**src/sv/image_format_sniffer_core_macros.svh**
```systemverilog
// Assertion macros for the image format sniffer.
// Used by the top level; clk and rst_n must be in scope where a macro is used.
`ifndef IMAGE_FORMAT_SNIFFER_CORE_MACROS_SVH
`define IMAGE_FORMAT_SNIFFER_CORE_MACROS_SVH
`ifndef ASSERT_OFF
// Check a property outside reset.
`define IFS_ASSERT(lbl, prop, msg) \
  lbl: assert property (@(posedge clk) disable iff (!rst_n) prop) else $error(msg);
// Check a property at every edge, reset included.
`define IFS_ASSERT_ALWAYS(lbl, prop, msg) \
  lbl: assert property (@(posedge clk) prop) else $error(msg);
`else
`define IFS_ASSERT(lbl, prop, msg)
`define IFS_ASSERT_ALWAYS(lbl, prop, msg)
`endif
`endif

```
**src/sv/ifs_pkg.sv**
```systemverilog
// Shared constants, tag strings and types of the image format sniffer.
// No dependencies; used by every module of the block.
`timescale 1ns / 1ps
package ifs_pkg;

  localparam int HEADER_BYTES = 2048;
  localparam int CNT_W        = $clog2(HEADER_BYTES + 1);
  localparam int HEAD_LEN     = 7;
  localparam int REC_LEN      = 11;
  localparam int PIC_LEN      = 8;

  localparam logic [7:0] REC_TAG [REC_LEN] = '{
    8'h52, 8'h45, 8'h43, 8'h4f, 8'h52, 8'h44, 8'h5f, 8'h54, 8'h59, 8'h50, 8'h45
  };
  localparam logic [7:0] PIC_TAG [PIC_LEN] = '{
    8'h50, 8'h69, 8'h63, 8'h64, 8'h61, 8'h74, 8'h61, 8'h3a
  };

  localparam logic [7:0] CH_NL    = 8'h0a;
  localparam logic [7:0] CH_SPACE = 8'h20;
  localparam logic [7:0] CH_EQ    = 8'h3d;

  localparam logic [3:0] FMT_TIFF    = 4'd0;
  localparam logic [3:0] FMT_PICFILE = 4'd1;
  localparam logic [3:0] FMT_XBM     = 4'd2;
  localparam logic [3:0] FMT_GIF     = 4'd3;
  localparam logic [3:0] FMT_FACE    = 4'd4;
  localparam logic [3:0] FMT_NASA    = 4'd5;
  localparam logic [3:0] FMT_UTAH    = 4'd6;
  localparam logic [3:0] FMT_SGI     = 4'd7;
  localparam logic [3:0] FMT_JPEG    = 4'd8;
  localparam logic [3:0] FMT_PCX     = 4'd9;
  localparam logic [3:0] FMT_UNKNOWN = 4'd10;

  typedef struct packed {
    logic shift_en;
    logic clear;
  } ifs_chain_ctl_t;

endpackage

```
**src/sv/ifs_cell.sv**
```systemverilog
// One cell of the keyword window: holds a byte, compares its incoming byte to a tag.
// Depends on ifs_pkg for the control struct.
`timescale 1ns / 1ps
module ifs_cell (
  input  logic                   clk,
  input  logic                   rst_n,
  input  ifs_pkg::ifs_chain_ctl_t ctl,
  input  logic [7:0]             d,
  input  logic [7:0]             tag,
  output logic [7:0]             q,
  output logic                   hit
);

  logic [7:0] q_r;

  always_ff @(posedge clk) begin
    if (!rst_n || ctl.clear) begin
      q_r <= 8'h00;
    end else if (ctl.shift_en) begin
      q_r <= d;
    end
  end

  // match on the value the cell takes this cycle
  assign hit = (d == tag);
  assign q   = q_r;

endmodule

```
**src/sv/ifs_chain.sv**
```systemverilog
// Row of window cells that spots the RECORD_TYPE keyword in the byte stream.
// Depends on ifs_pkg and ifs_cell.
`timescale 1ns / 1ps
module ifs_chain (
  input  logic                   clk,
  input  logic                   rst_n,
  input  ifs_pkg::ifs_chain_ctl_t ctl,
  input  logic [7:0]             data_byte,
  output logic                   kw_hit
);

  logic [7:0] cell_q   [ifs_pkg::REC_LEN];
  logic [7:0] cell_d   [ifs_pkg::REC_LEN];
  logic [ifs_pkg::REC_LEN-1:0] cell_hit;

  // newest byte enters the last cell, oldest sits in cell zero
  genvar gi;
  generate
    for (gi = 0; gi < ifs_pkg::REC_LEN; gi++) begin : g_cell
      if (gi == ifs_pkg::REC_LEN - 1) begin : g_in
        assign cell_d[gi] = data_byte;
      end else begin : g_mid
        assign cell_d[gi] = cell_q[gi+1];
      end
      ifs_cell u_cell (
        .clk   (clk),
        .rst_n (rst_n),
        .ctl   (ctl),
        .d     (cell_d[gi]),
        .tag   (ifs_pkg::REC_TAG[gi]),
        .q     (cell_q[gi]),
        .hit   (cell_hit[gi])
      );
    end
  endgenerate

  assign kw_hit = ctl.shift_en && (&cell_hit);

endmodule

```
**src/sv/image_format_sniffer_core.sv**
```systemverilog
// Image format sniffer: header bytes in, one format code per file out.
// Top level; uses ifs_pkg, ifs_chain and image_format_sniffer_core_macros.svh.
//
// Usage: send the header bytes of a file on the in_ channel, one byte per
// transaction, and mark the final byte with in_last_byte. Only the first
// HEADER_BYTES bytes are examined; later bytes are taken and ignored, but
// their last mark still closes the file. For every transaction with
// in_last_byte set, one transaction carrying out_format_code follows on the
// out_ channel; the code is held in out_format_code in the cycle after the
// last byte is accepted. All per-file state is cleared in the same edge, so
// the next file's first byte may follow at once. Throughput is one byte per
// cycle while in_stall is low: the keyword window is a row of eleven shifting
// cells and the other detectors are single-byte state machines.
// A stalled result sits in the output register; only a final byte is held
// back (in_stall) while an earlier result is still stalled, other bytes flow.
// Synchronous reset clears all per-file state and the output valid.
`include "image_format_sniffer_core_macros.svh"
`timescale 1ns / 1ps
module image_format_sniffer_core (
  input  logic       clk,
  input  logic       rst_n,
  input  logic       in_valid,
  output logic       in_stall,
  input  logic [7:0] in_data_byte,
  input  logic       in_last_byte,
  output logic       out_valid,
  input  logic       out_stall,
  output logic [3:0] out_format_code
);

  localparam logic [1:0] BR_IDLE   = 2'd0;
  localparam logic [1:0] BR_KW     = 2'd1;
  localparam logic [1:0] BR_EQ     = 2'd2;
  localparam logic [1:0] BR_BLANKS = 2'd3;

  localparam logic [ifs_pkg::CNT_W-1:0] CNT_LIMIT =
    ifs_pkg::CNT_W'(ifs_pkg::HEADER_BYTES);

  logic                      in_acc;
  logic                      last_acc;
  logic                      take;
  ifs_pkg::ifs_chain_ctl_t   chain_ctl;
  logic                      kw_hit;

  logic [ifs_pkg::CNT_W-1:0] byte_count_r, byte_count_upd, byte_count_nxt;
  logic [7:0]                head_r   [ifs_pkg::HEAD_LEN];
  logic [7:0]                head_upd [ifs_pkg::HEAD_LEN];
  logic [7:0]                head_nxt [ifs_pkg::HEAD_LEN];
  logic [2:0]                line_pos_r, line_pos_upd, line_pos_nxt;
  logic                      line_start_r, line_start_upd, line_start_nxt;
  logic                      face_pend_r, face_pend_upd, face_pend_nxt;
  logic                      face_found_r, face_found_upd, face_found_nxt;
  logic [1:0]                blank_st_r, blank_st_upd, blank_st_nxt;
  logic                      nasa_found_r, nasa_found_upd, nasa_found_nxt;

  logic                      out_valid_r, out_valid_nxt;
  logic [3:0]                out_code_r, out_code_nxt;
  logic [3:0]                verdict;

  // hold only a final byte while the previous result is stalled
  assign in_stall = out_valid_r && out_stall && in_last_byte;
  assign in_acc   = in_valid && !in_stall;
  assign last_acc = in_acc && in_last_byte;
  assign take     = in_acc && (byte_count_r < CNT_LIMIT);

  assign chain_ctl.shift_en = take;
  assign chain_ctl.clear    = last_acc;

  ifs_chain u_chain (
    .clk       (clk),
    .rst_n     (rst_n),
    .ctl       (chain_ctl),
    .data_byte (in_data_byte),
    .kw_hit    (kw_hit)
  );

  // byte count and leading bytes
  always_comb begin
    byte_count_upd = byte_count_r;
    for (int i = 0; i < ifs_pkg::HEAD_LEN; i++) begin
      head_upd[i] = head_r[i];
    end
    if (take) begin
      byte_count_upd = byte_count_r + 1'b1;
      if (byte_count_r < ifs_pkg::CNT_W'(ifs_pkg::HEAD_LEN)) begin
        head_upd[byte_count_r[2:0]] = in_data_byte;
      end
    end
  end

  // face line detector
  always_comb begin
    line_pos_upd   = line_pos_r;
    line_start_upd = line_start_r;
    face_pend_upd  = face_pend_r;
    face_found_upd = face_found_r;
    if (take) begin
      if (face_pend_r) begin
        face_found_upd = 1'b1;
        face_pend_upd  = 1'b0;
        line_pos_upd   = 3'd0;
      end else if (line_pos_r != 3'd0 && in_data_byte == ifs_pkg::PIC_TAG[line_pos_r]) begin
        if (line_pos_r == 3'(ifs_pkg::PIC_LEN - 1)) begin
          face_pend_upd = 1'b1;
          line_pos_upd  = 3'd0;
        end else begin
          line_pos_upd = line_pos_r + 3'd1;
        end
      end else begin
        line_pos_upd = (line_start_r && in_data_byte == ifs_pkg::PIC_TAG[0]) ? 3'd1 : 3'd0;
      end
      line_start_upd = (in_data_byte == ifs_pkg::CH_NL);
    end
  end

  // keyword tail: blanks then '='
  always_comb begin
    blank_st_upd   = blank_st_r;
    nasa_found_upd = nasa_found_r;
    if (take) begin
      case (blank_st_r)
        BR_KW: begin
          blank_st_upd = (in_data_byte == ifs_pkg::CH_EQ)    ? BR_EQ :
                         (in_data_byte == ifs_pkg::CH_SPACE) ? BR_BLANKS : BR_IDLE;
        end
        BR_EQ: begin
          nasa_found_upd = 1'b1;
          blank_st_upd   = BR_IDLE;
        end
        BR_BLANKS: begin
          if (in_data_byte == ifs_pkg::CH_EQ) begin
            nasa_found_upd = 1'b1;
            blank_st_upd   = BR_IDLE;
          end else if (in_data_byte != ifs_pkg::CH_SPACE) begin
            blank_st_upd = BR_IDLE;
          end
        end
        default: begin
          blank_st_upd = BR_IDLE;
        end
      endcase
      if (kw_hit) begin
        blank_st_upd = BR_KW;
      end
    end
  end

  // verdict from the state after the final byte, in priority order
  always_comb begin
    if (byte_count_upd >= ifs_pkg::CNT_W'(2) &&
        ((head_upd[0] == 8'h4d && head_upd[1] == 8'h4d) ||
         (head_upd[0] == 8'h49 && head_upd[1] == 8'h49))) begin
      verdict = ifs_pkg::FMT_TIFF;
    end else if (byte_count_upd >= ifs_pkg::CNT_W'(5) &&
                 head_upd[0] == 8'h54 && head_upd[1] == 8'h59 && head_upd[2] == 8'h50 &&
                 head_upd[3] == 8'h45 && head_upd[4] == 8'h3d) begin
      verdict = ifs_pkg::FMT_PICFILE;
    end else if (byte_count_upd >= ifs_pkg::CNT_W'(7) &&
                 head_upd[0] == 8'h23 && head_upd[1] == 8'h64 && head_upd[2] == 8'h65 &&
                 head_upd[3] == 8'h66 && head_upd[4] == 8'h69 && head_upd[5] == 8'h6e &&
                 head_upd[6] == 8'h65) begin
      verdict = ifs_pkg::FMT_XBM;
    end else if (byte_count_upd >= ifs_pkg::CNT_W'(3) &&
                 head_upd[0] == 8'h47 && head_upd[1] == 8'h49 && head_upd[2] == 8'h46) begin
      verdict = ifs_pkg::FMT_GIF;
    end else if (face_found_upd) begin
      verdict = ifs_pkg::FMT_FACE;
    end else if (nasa_found_upd) begin
      verdict = ifs_pkg::FMT_NASA;
    end else if (byte_count_upd >= ifs_pkg::CNT_W'(2) &&
                 head_upd[0] == 8'h52 && head_upd[1] == 8'hcc) begin
      verdict = ifs_pkg::FMT_UTAH;
    end else if (byte_count_upd >= ifs_pkg::CNT_W'(2) &&
                 head_upd[0] == 8'h01 && head_upd[1] == 8'hda) begin
      verdict = ifs_pkg::FMT_SGI;
    end else if (byte_count_upd >= ifs_pkg::CNT_W'(2) &&
                 head_upd[0] == 8'hff && head_upd[1] == 8'hd8) begin
      verdict = ifs_pkg::FMT_JPEG;
    end else if (byte_count_upd >= ifs_pkg::CNT_W'(4) && head_upd[0] == 8'h0a &&
                 (head_upd[1] == 8'h00 || head_upd[1] == 8'h02 ||
                  head_upd[1] == 8'h03 || head_upd[1] == 8'h05) &&
                 head_upd[2] == 8'h01) begin
      verdict = ifs_pkg::FMT_PCX;
    end else begin
      verdict = ifs_pkg::FMT_UNKNOWN;
    end
  end

  // drop all per-file state once the verdict is taken
  always_comb begin
    byte_count_nxt = last_acc ? '0 : byte_count_upd;
    for (int i = 0; i < ifs_pkg::HEAD_LEN; i++) begin
      head_nxt[i] = last_acc ? 8'h00 : head_upd[i];
    end
    line_pos_nxt   = last_acc ? 3'd0 : line_pos_upd;
    line_start_nxt = last_acc ? 1'b1 : line_start_upd;
    face_pend_nxt  = last_acc ? 1'b0 : face_pend_upd;
    face_found_nxt = last_acc ? 1'b0 : face_found_upd;
    blank_st_nxt   = last_acc ? BR_IDLE : blank_st_upd;
    nasa_found_nxt = last_acc ? 1'b0 : nasa_found_upd;
  end

  always_comb begin
    out_valid_nxt = out_valid_r && out_stall;
    out_code_nxt  = out_code_r;
    if (last_acc) begin
      out_valid_nxt = 1'b1;
      out_code_nxt  = verdict;
    end
  end

  always_ff @(posedge clk) begin
    if (!rst_n) begin
      byte_count_r <= '0;
      line_pos_r   <= 3'd0;
      line_start_r <= 1'b1;
      face_pend_r  <= 1'b0;
      face_found_r <= 1'b0;
      blank_st_r   <= BR_IDLE;
      nasa_found_r <= 1'b0;
      out_valid_r  <= 1'b0;
      for (int i = 0; i < ifs_pkg::HEAD_LEN; i++) begin
        head_r[i] <= 8'h00;
      end
    end else begin
      byte_count_r <= byte_count_nxt;
      line_pos_r   <= line_pos_nxt;
      line_start_r <= line_start_nxt;
      face_pend_r  <= face_pend_nxt;
      face_found_r <= face_found_nxt;
      blank_st_r   <= blank_st_nxt;
      nasa_found_r <= nasa_found_nxt;
      out_valid_r  <= out_valid_nxt;
      for (int i = 0; i < ifs_pkg::HEAD_LEN; i++) begin
        head_r[i] <= head_nxt[i];
      end
    end
  end

  always_ff @(posedge clk) begin
    out_code_r <= out_code_nxt;
  end

  assign out_valid       = out_valid_r;
  assign out_format_code = out_code_r;

  `IFS_ASSERT(a_last_gives_result,
              (in_valid && !in_stall && in_last_byte) |=> out_valid,
              "final byte did not produce a result")
  `IFS_ASSERT(a_code_range,
              out_valid |-> (out_format_code <= ifs_pkg::FMT_UNKNOWN),
              "format code out of range")
  `IFS_ASSERT(a_state_cleared,
              (in_valid && !in_stall && in_last_byte) |=>
                (byte_count_r == '0 && !face_found_r && !nasa_found_r && line_start_r),
              "per-file state not cleared after verdict")
  `IFS_ASSERT_ALWAYS(a_pend_no_pos,
                     face_pend_r |-> (line_pos_r == 3'd0),
                     "face match pending with partial match position")

endmodule
```
**config.mk**
```make
export PLATFORM = sky130hd
export DESIGN_NAME = image_format_sniffer_core
export DESIGN_NICKNAME = d
export VERILOG_FILES = /design/src/sv/ifs_pkg.sv /design/src/sv/ifs_cell.sv /design/src/sv/ifs_chain.sv /design/src/sv/image_format_sniffer_core.sv
export VERILOG_INCLUDE_DIRS = /design/src /design/src/sv
export SDC_FILE = /design/constraint.sdc
export NUM_CORES = 1
export LEC_CHECK = 0
export BUFFER_PORTS_ARGS = -buffer_cell sky130_fd_sc_hd__buf_4
export CORE_ASPECT_RATIO = 2
export CORE_MARGIN = 2
export CORE_UTILIZATION = 65
export CTS_CLUSTER_SIZE = 30
export DETAILED_ROUTE_END_ITERATION = 8
export GPL_TIMING_DRIVEN = 0
export PLACE_DENSITY_LB_ADDON = 0.25
export SYNTH_ARGS = -nofsm -noshare
export SYNTH_HDL_FRONTEND = slang
export SYNTH_SLANG_ARGS = --single-unit
```
**constraint.sdc**
```tcl
create_clock -name clk -period 5.55 [get_ports clk]
set_input_delay 0.2775 -clock clk [delete_from_list [all_inputs] [get_ports clk]]
set_output_delay 0.2775 -clock clk [all_outputs]
set_load 0.05 [all_outputs]
```
==> Word level (Yosys, flattened, before mapping) <==
Memory sizes are Yosys's and may differ from the RTL's.
Index checks and enable logic that the tools add are counted.
{ "totals": {"regBits": 106, "ram_bits": 56, "mem_bits_ro": 64, "output_inout_bits": 6, "n_memories": 2} }
{ "op_classes": {"addsub": 2, "magnitude_cmp": 10, "n_eq_ne": 51, "muxes": 52, "bitwise": 10, "reduce_logical": 51} }
{ "mem_list": {"columns": ["memory", "depth", "word_bits", "read_ports", "rd_ports_with_merged_regs", "write_ports", "line_no", "rtl"], "rows": [
  ["(name not given)", 8, 8, 1, 0, 0, "image_format_sniffer_core.sv:102", "end else if (line_pos_r != 3'd0 && in_data_byte == ifs_pkg::PIC_TAG[line_pos_r]) begin"],
  ["head_r", 7, 8, 7, 0, 7, "image_format_sniffer_core.sv:46", "logic [7:0] head_r [ifs_pkg::HEAD_LEN];"]
]} }
{ "ops": {"columns": ["op", "count"], "rows": [
  ["$eq 8x7->1 const B", 29],
  ["$mux 8", 17],
  ["$mux 56", 2],
  ["$bwmux 56", 1],
  ["$ge 12x3->1 const B", 3],
  ["$logic_and 1x1->1", 36],
  ["$eq 8x6->1 const B", 4],
  ["$eq 8x8->1 const B", 4],
  ["$demux 8 s3", 1],
  ["$ge 12x2->1 const B", 2],
  ["$mux 3", 7],
  ["$mux 2", 9],
  ["$eq 8x1->1 const B", 2],
  ["$eq 8x2->1 const B", 2],
  ["$eq 8x4->1 const B", 2],
  ["$add 12x1->12 const B", 1],
  ["$lt 12x12->1 const B", 1],
  ["$lt 12x3->1 const B", 1],
  ["$mux 1", 12],
  ["$mux 12", 1],
  ["$reduce_and 11->1", 1],
  ["$eq 8x3->1 const B", 1],
  ["$eq 8x8->1", 1],
  ["$ge 4x4->1 const B", 2],
  ["other kinds (20)", 34]
]} }

==> Depth between registers and ports, before layout <==
{ "logic_depth": {"word_depth": 23, "ltp_mapped": 13, "ltp_nobuf": 9} }

==> By module <==
From an unflattened synthesis, not the netlist that was laid out.
{ "hier_totals": {"hier_cells": 1094, "hier_area_um2": 9293.9} }
{ "modules_own_cells": {"columns": ["module", "instances", "cells_per_inst", "area_per_inst_um2", "seq_area_each_um2"], "rows": [
  ["image_format_sniffer_core", 1, 670, 5087.4, 1681.6],
  ["ifs_cell", 11, 38, 379.1, 160.2],
  ["ifs_chain", 1, 6, 36.3, 0.0]
]} }

==> Least setup slack after synthesis <==
No wires, ideal clock.
{ "synth_path": {"kind": "register -> register", "from": "register out_valid_r (netlist: out_valid)", "to": "register out_code_r[0] (netlist: out_format_code[0]) (data pin)", "arrival_ps": 3255, "setup_slack_ps": 2028, "stages_incl_launch_ff": 12, "path_buffers": 2, "synth_period_minus_slack_ps": 3522, "path_cell_list": "dfxtp_1 > nand3_1 > inv_1 > clkbuf_1 > nor4_1 > nand3_1 > clkbuf_1 > nor3_1 > o21ai_0 > or4b_2 > o41ai_1 > a21oi_1"} }
{ "synth_via": {"elab_chain_len": 21, "elab_cells_between_ends": 84} }
{ "synth_lines": {"columns": ["element", "line_no", "rtl"], "rows": [
  ["start, declared", "image_format_sniffer_core.sv:56", "logic out_valid_r, out_valid_nxt;"],
  ["start signal, assigned", "image_format_sniffer_core.sv:233", "out_valid_r <= out_valid_nxt;"],
  ["$logic_and 1x1->1 * (2 in a row)", "image_format_sniffer_core.sv:61", "assign in_stall = out_valid_r && out_stall && in_last_byte;"],
  ["via in_stall", "image_format_sniffer_core.sv:23", "output logic in_stall,"],
  ["$logic_not 1->1 *", "image_format_sniffer_core.sv:62", "assign in_acc = in_valid && !in_stall;"],
  ["$logic_and 1x1->1 *", "image_format_sniffer_core.sv:62", null],
  ["$logic_and 1x1->1 *", "image_format_sniffer_core.sv:64", "assign take = in_acc && (byte_count_r < CNT_LIMIT);"],
  ["branches (longest 16 deep; another with $ge 12x3->1)", null, null],
  ["end signal, assigned", "image_format_sniffer_core.sv:241", "out_code_r <= out_code_nxt;"],
  ["end, declared", "image_format_sniffer_core.sv:57", "logic [3:0] out_code_r, out_code_nxt;"]
]} }
Mark *: on every way through the listed nets, which the timed path passes.
A chain may end at the register's enable or synchronous reset.

==> Worst setup path in the final report <==
{ "layout_path": {"from": "register byte_count_r[5] (netlist bit)", "to": "register out_code_r[1] (netlist: out_format_code[1]) (data pin)"} }
{ "layout_via": {"elab_chain_len": 17, "elab_cells_between_ends": 84} }
{ "layout_lines": {"columns": ["element", "line_no", "rtl"], "rows": [
  ["start, declared", "image_format_sniffer_core.sv:45", "logic [ifs_pkg::CNT_W-1:0] byte_count_r, byte_count_upd, byte_count_nxt;"],
  ["start signal, assigned", "image_format_sniffer_core.sv:226", "byte_count_r <= byte_count_nxt;"],
  ["branches (longest 17 deep; another with $lt 12x12->1)", null, null]
]} }
Several ways; the timed one is not identified.

==> results.tsv <==
metric	value	unit
grt_antenna_before_repair	0	
synth_seq_cells	162	
avgSynthCellArea	7.57	sq um
yosysWarnings	0	
cts_buffers	17	
syn-cell-area	8120	sq um
clock-root-buffer	clkbuf_16	
netlist_instances	1073	
cts_hold_buffers	0	
tns	0	ns
netlist.area_leader.share	0.390	
yosys.cell_count.top_type	nand2_1	
die_y	162	microns
dieArea	13500	sq um
drive_above_1_share	0.0643	
status	finished, violations left	
clk_latency	0.45	ns
syn_to_final_growth	10.8	%
portBuffers	14	
dr.pass1.iters	8	
finalCriticalPeriod	4.33	ns
path_buf_inv	3	
critPathMaxStageDelay	0.65	ns
slew_viol_final	9	
grt_overflow_total	0	
fin_area	9000	sq um
max_cap_violations	1	
htree_num_levels	4	
yosys.area.top_type	dfxtp_1	
drtIter0Drc	934	
setup_viol	0	
cp_data_required_time	5.75	ns
async_flop_share	0	
grt_usage	0.430	
rsz0062_at_grt	false	
period_share	0.780	
cts_tree	built	
worstPathMaxFanout	10	
final_nets	1125	
core	12200	sq um
ys_seq_area_frac	0.404	
crit_chain	buf_2 -> or4_1 -> buf_2 -> or4_1 -> clkbuf_1 -> nor4_1 -> a2bb2oi_1 -> o211ai_1 -> nor3_1 -> a41o_1 -> o21ba_1	
tightest_slew	1.51	ns
violations	design-rule violations, max-capacitance violations, max-slew violations	
dp_cells	1234	
timing.hold.worst.class	in2reg	
grt_pass1_vias	8204	
rows	57	
routabilityCongestion	1.05	
whs	0.102	ns
skew	0.0164	ns
crit_path_top_delay_cell	a2bb2oi_1	
vias_per_cell	6.69	
cts_buffer_depth	2	
synth_edf_count	4	
die_x	83.0	microns
wirelength	29000	microns
cts_setup_buffers	0	
cts_num_sinks	162	
cp-start-kind	flip-flop	
yosysUniqueCellTypes	70	
wl_per_cell	22.9	microns
synthesis.nets	1092	
cp-end-kind	flip-flop	
maxSlewHeadroom	-0.0153	
clk_pin_slew	0.07	ns
hold_viol_final	0	
drc	1	
synth_flop_cell	dfxtp_1	
grt_max_degree	19	
synthTopCellsByArea	dfxtp_1 (39%), nand2_1 (12%), a21oi_1 (8.8%), nor2_1 (3.7%), clkbuf_1 (3.3%)	
p_leak	2.91	nW
grt_pass1_wl	44200	microns
critPathKind	reg2reg	
stdcell_count	1266	
n_antenna_cell	0	
start_util	0.666	
io_pins	19	
postRouteAntennaNets	0	
synth_common_cells	nand2_1 (265), dfxtp_1 (158), a21oi_1 (143)	
post_cts_resize_count	0	
vias	8465	
critPathTopFamily	simple AND/OR/NAND/NOR gates	
place_area	8410	sq um
hpwl	21500	microns
fmax	231	MHz
pwr_density_cell	292	nW/um^2
arrival	4.53	ns
ir_drop	269	uV
[stage by stage]
stage	power (mW)	util	setup slack (ns)
final	2.63	0.738	1.22
after global placement	1.46	0.690	1.45
after floorplan	1.37	-	2.03
after CTS	2.60	0.738	1.44
after detailed placement	1.46	0.690	1.46
after global routing	2.68	0.738	1.11
[sequential cells by signal, summed over array words and instances (netlist names)]
name and flops:
blank_st_r 2, byte_count_r 12, face_found_r 1, face_pend_r 1, head_r 56, line_pos_r 3
line_start_r 1, nasa_found_r 1, out_format_code 4, out_valid 1, u_chain.g_cell.u_cell.q 80
[cells in the final DEF (no fill, tap or decap), types with 9 or more instances in the layout]
cell,n
a21oi_1,143
buf_4,14
clkbuf_1,73
clkbuf_16,17
dfxtp_1,158
inv_1,10
mux2i_1,25
nand2_1,265
nand2b_1,13
nand3_1,31
nand4_1,17
nor2_1,79
nor2b_1,10
nor3_1,27
nor4_1,33
o21ai_0,19
or4_1,9
xor2_1,10
[worst paths after layout]
path              slack [ns]  depth (start not counted)                          endpoint                        from
hold / removal          0.10                          2              out_valid$_SDFF_PN0_                       rst_n
setup reg to reg        1.22                         11  out_format_code[1]$_SDFFCE_PP0P_  byte_count_r[5]$_SDFF_PP0_
hold reg to reg         0.46                          2           head_r[3][2]$_SDFF_PP0_     head_r[3][2]$_SDFF_PP0_
setup / recovery        1.22                         11  out_format_code[1]$_SDFFCE_PP0P_  byte_count_r[5]$_SDFF_PP0_
[power by group]
part,switching (mW),internal (mW)
Combinational,0.191,0.0595
Clock,0.578,0.605
Sequential,0.0132,1.18
[area by class of cell]
cell class | count | area [sq um]
clock buffer | 18 | 429
fill | 975 | 3200
inverter | 10 | 37.5
clock inverter | 14 | 158
buffer | 83 | 348
tap | 147 | 184
multi-input combinational | 818 | 4450
timing repair buffer | 14 | 105
sequential | 162 | 3280
[kinds of logic (layout without fill, tap and decap cells)]
logic type / Yosys count / in the layout / synth area share
DFF: 162 / 162 / 0.404
adders and majority gates: 6 / 6 / 0.00924
AOI/OAI and AO/OA: 217 / 217 / 0.154
muxes: 29 / 29 / 0.0377
xor gates and xnor gates: 18 / 18 / 0.0194
buffers and inverters: 93 / 139 / 0.0475
and+or+nand+nor: 548 / 548 / 0.328
[routing by layer]
metal	routed length (microns)	up-vias	track usage
met2	14400	519	0.749
li1	-	3840	-
met3	2140	203	0.0808
met5	0	-	0
met1	9180	3903	0.410
met4	3280	0	0.424
(Power assumes the default switching activity.)
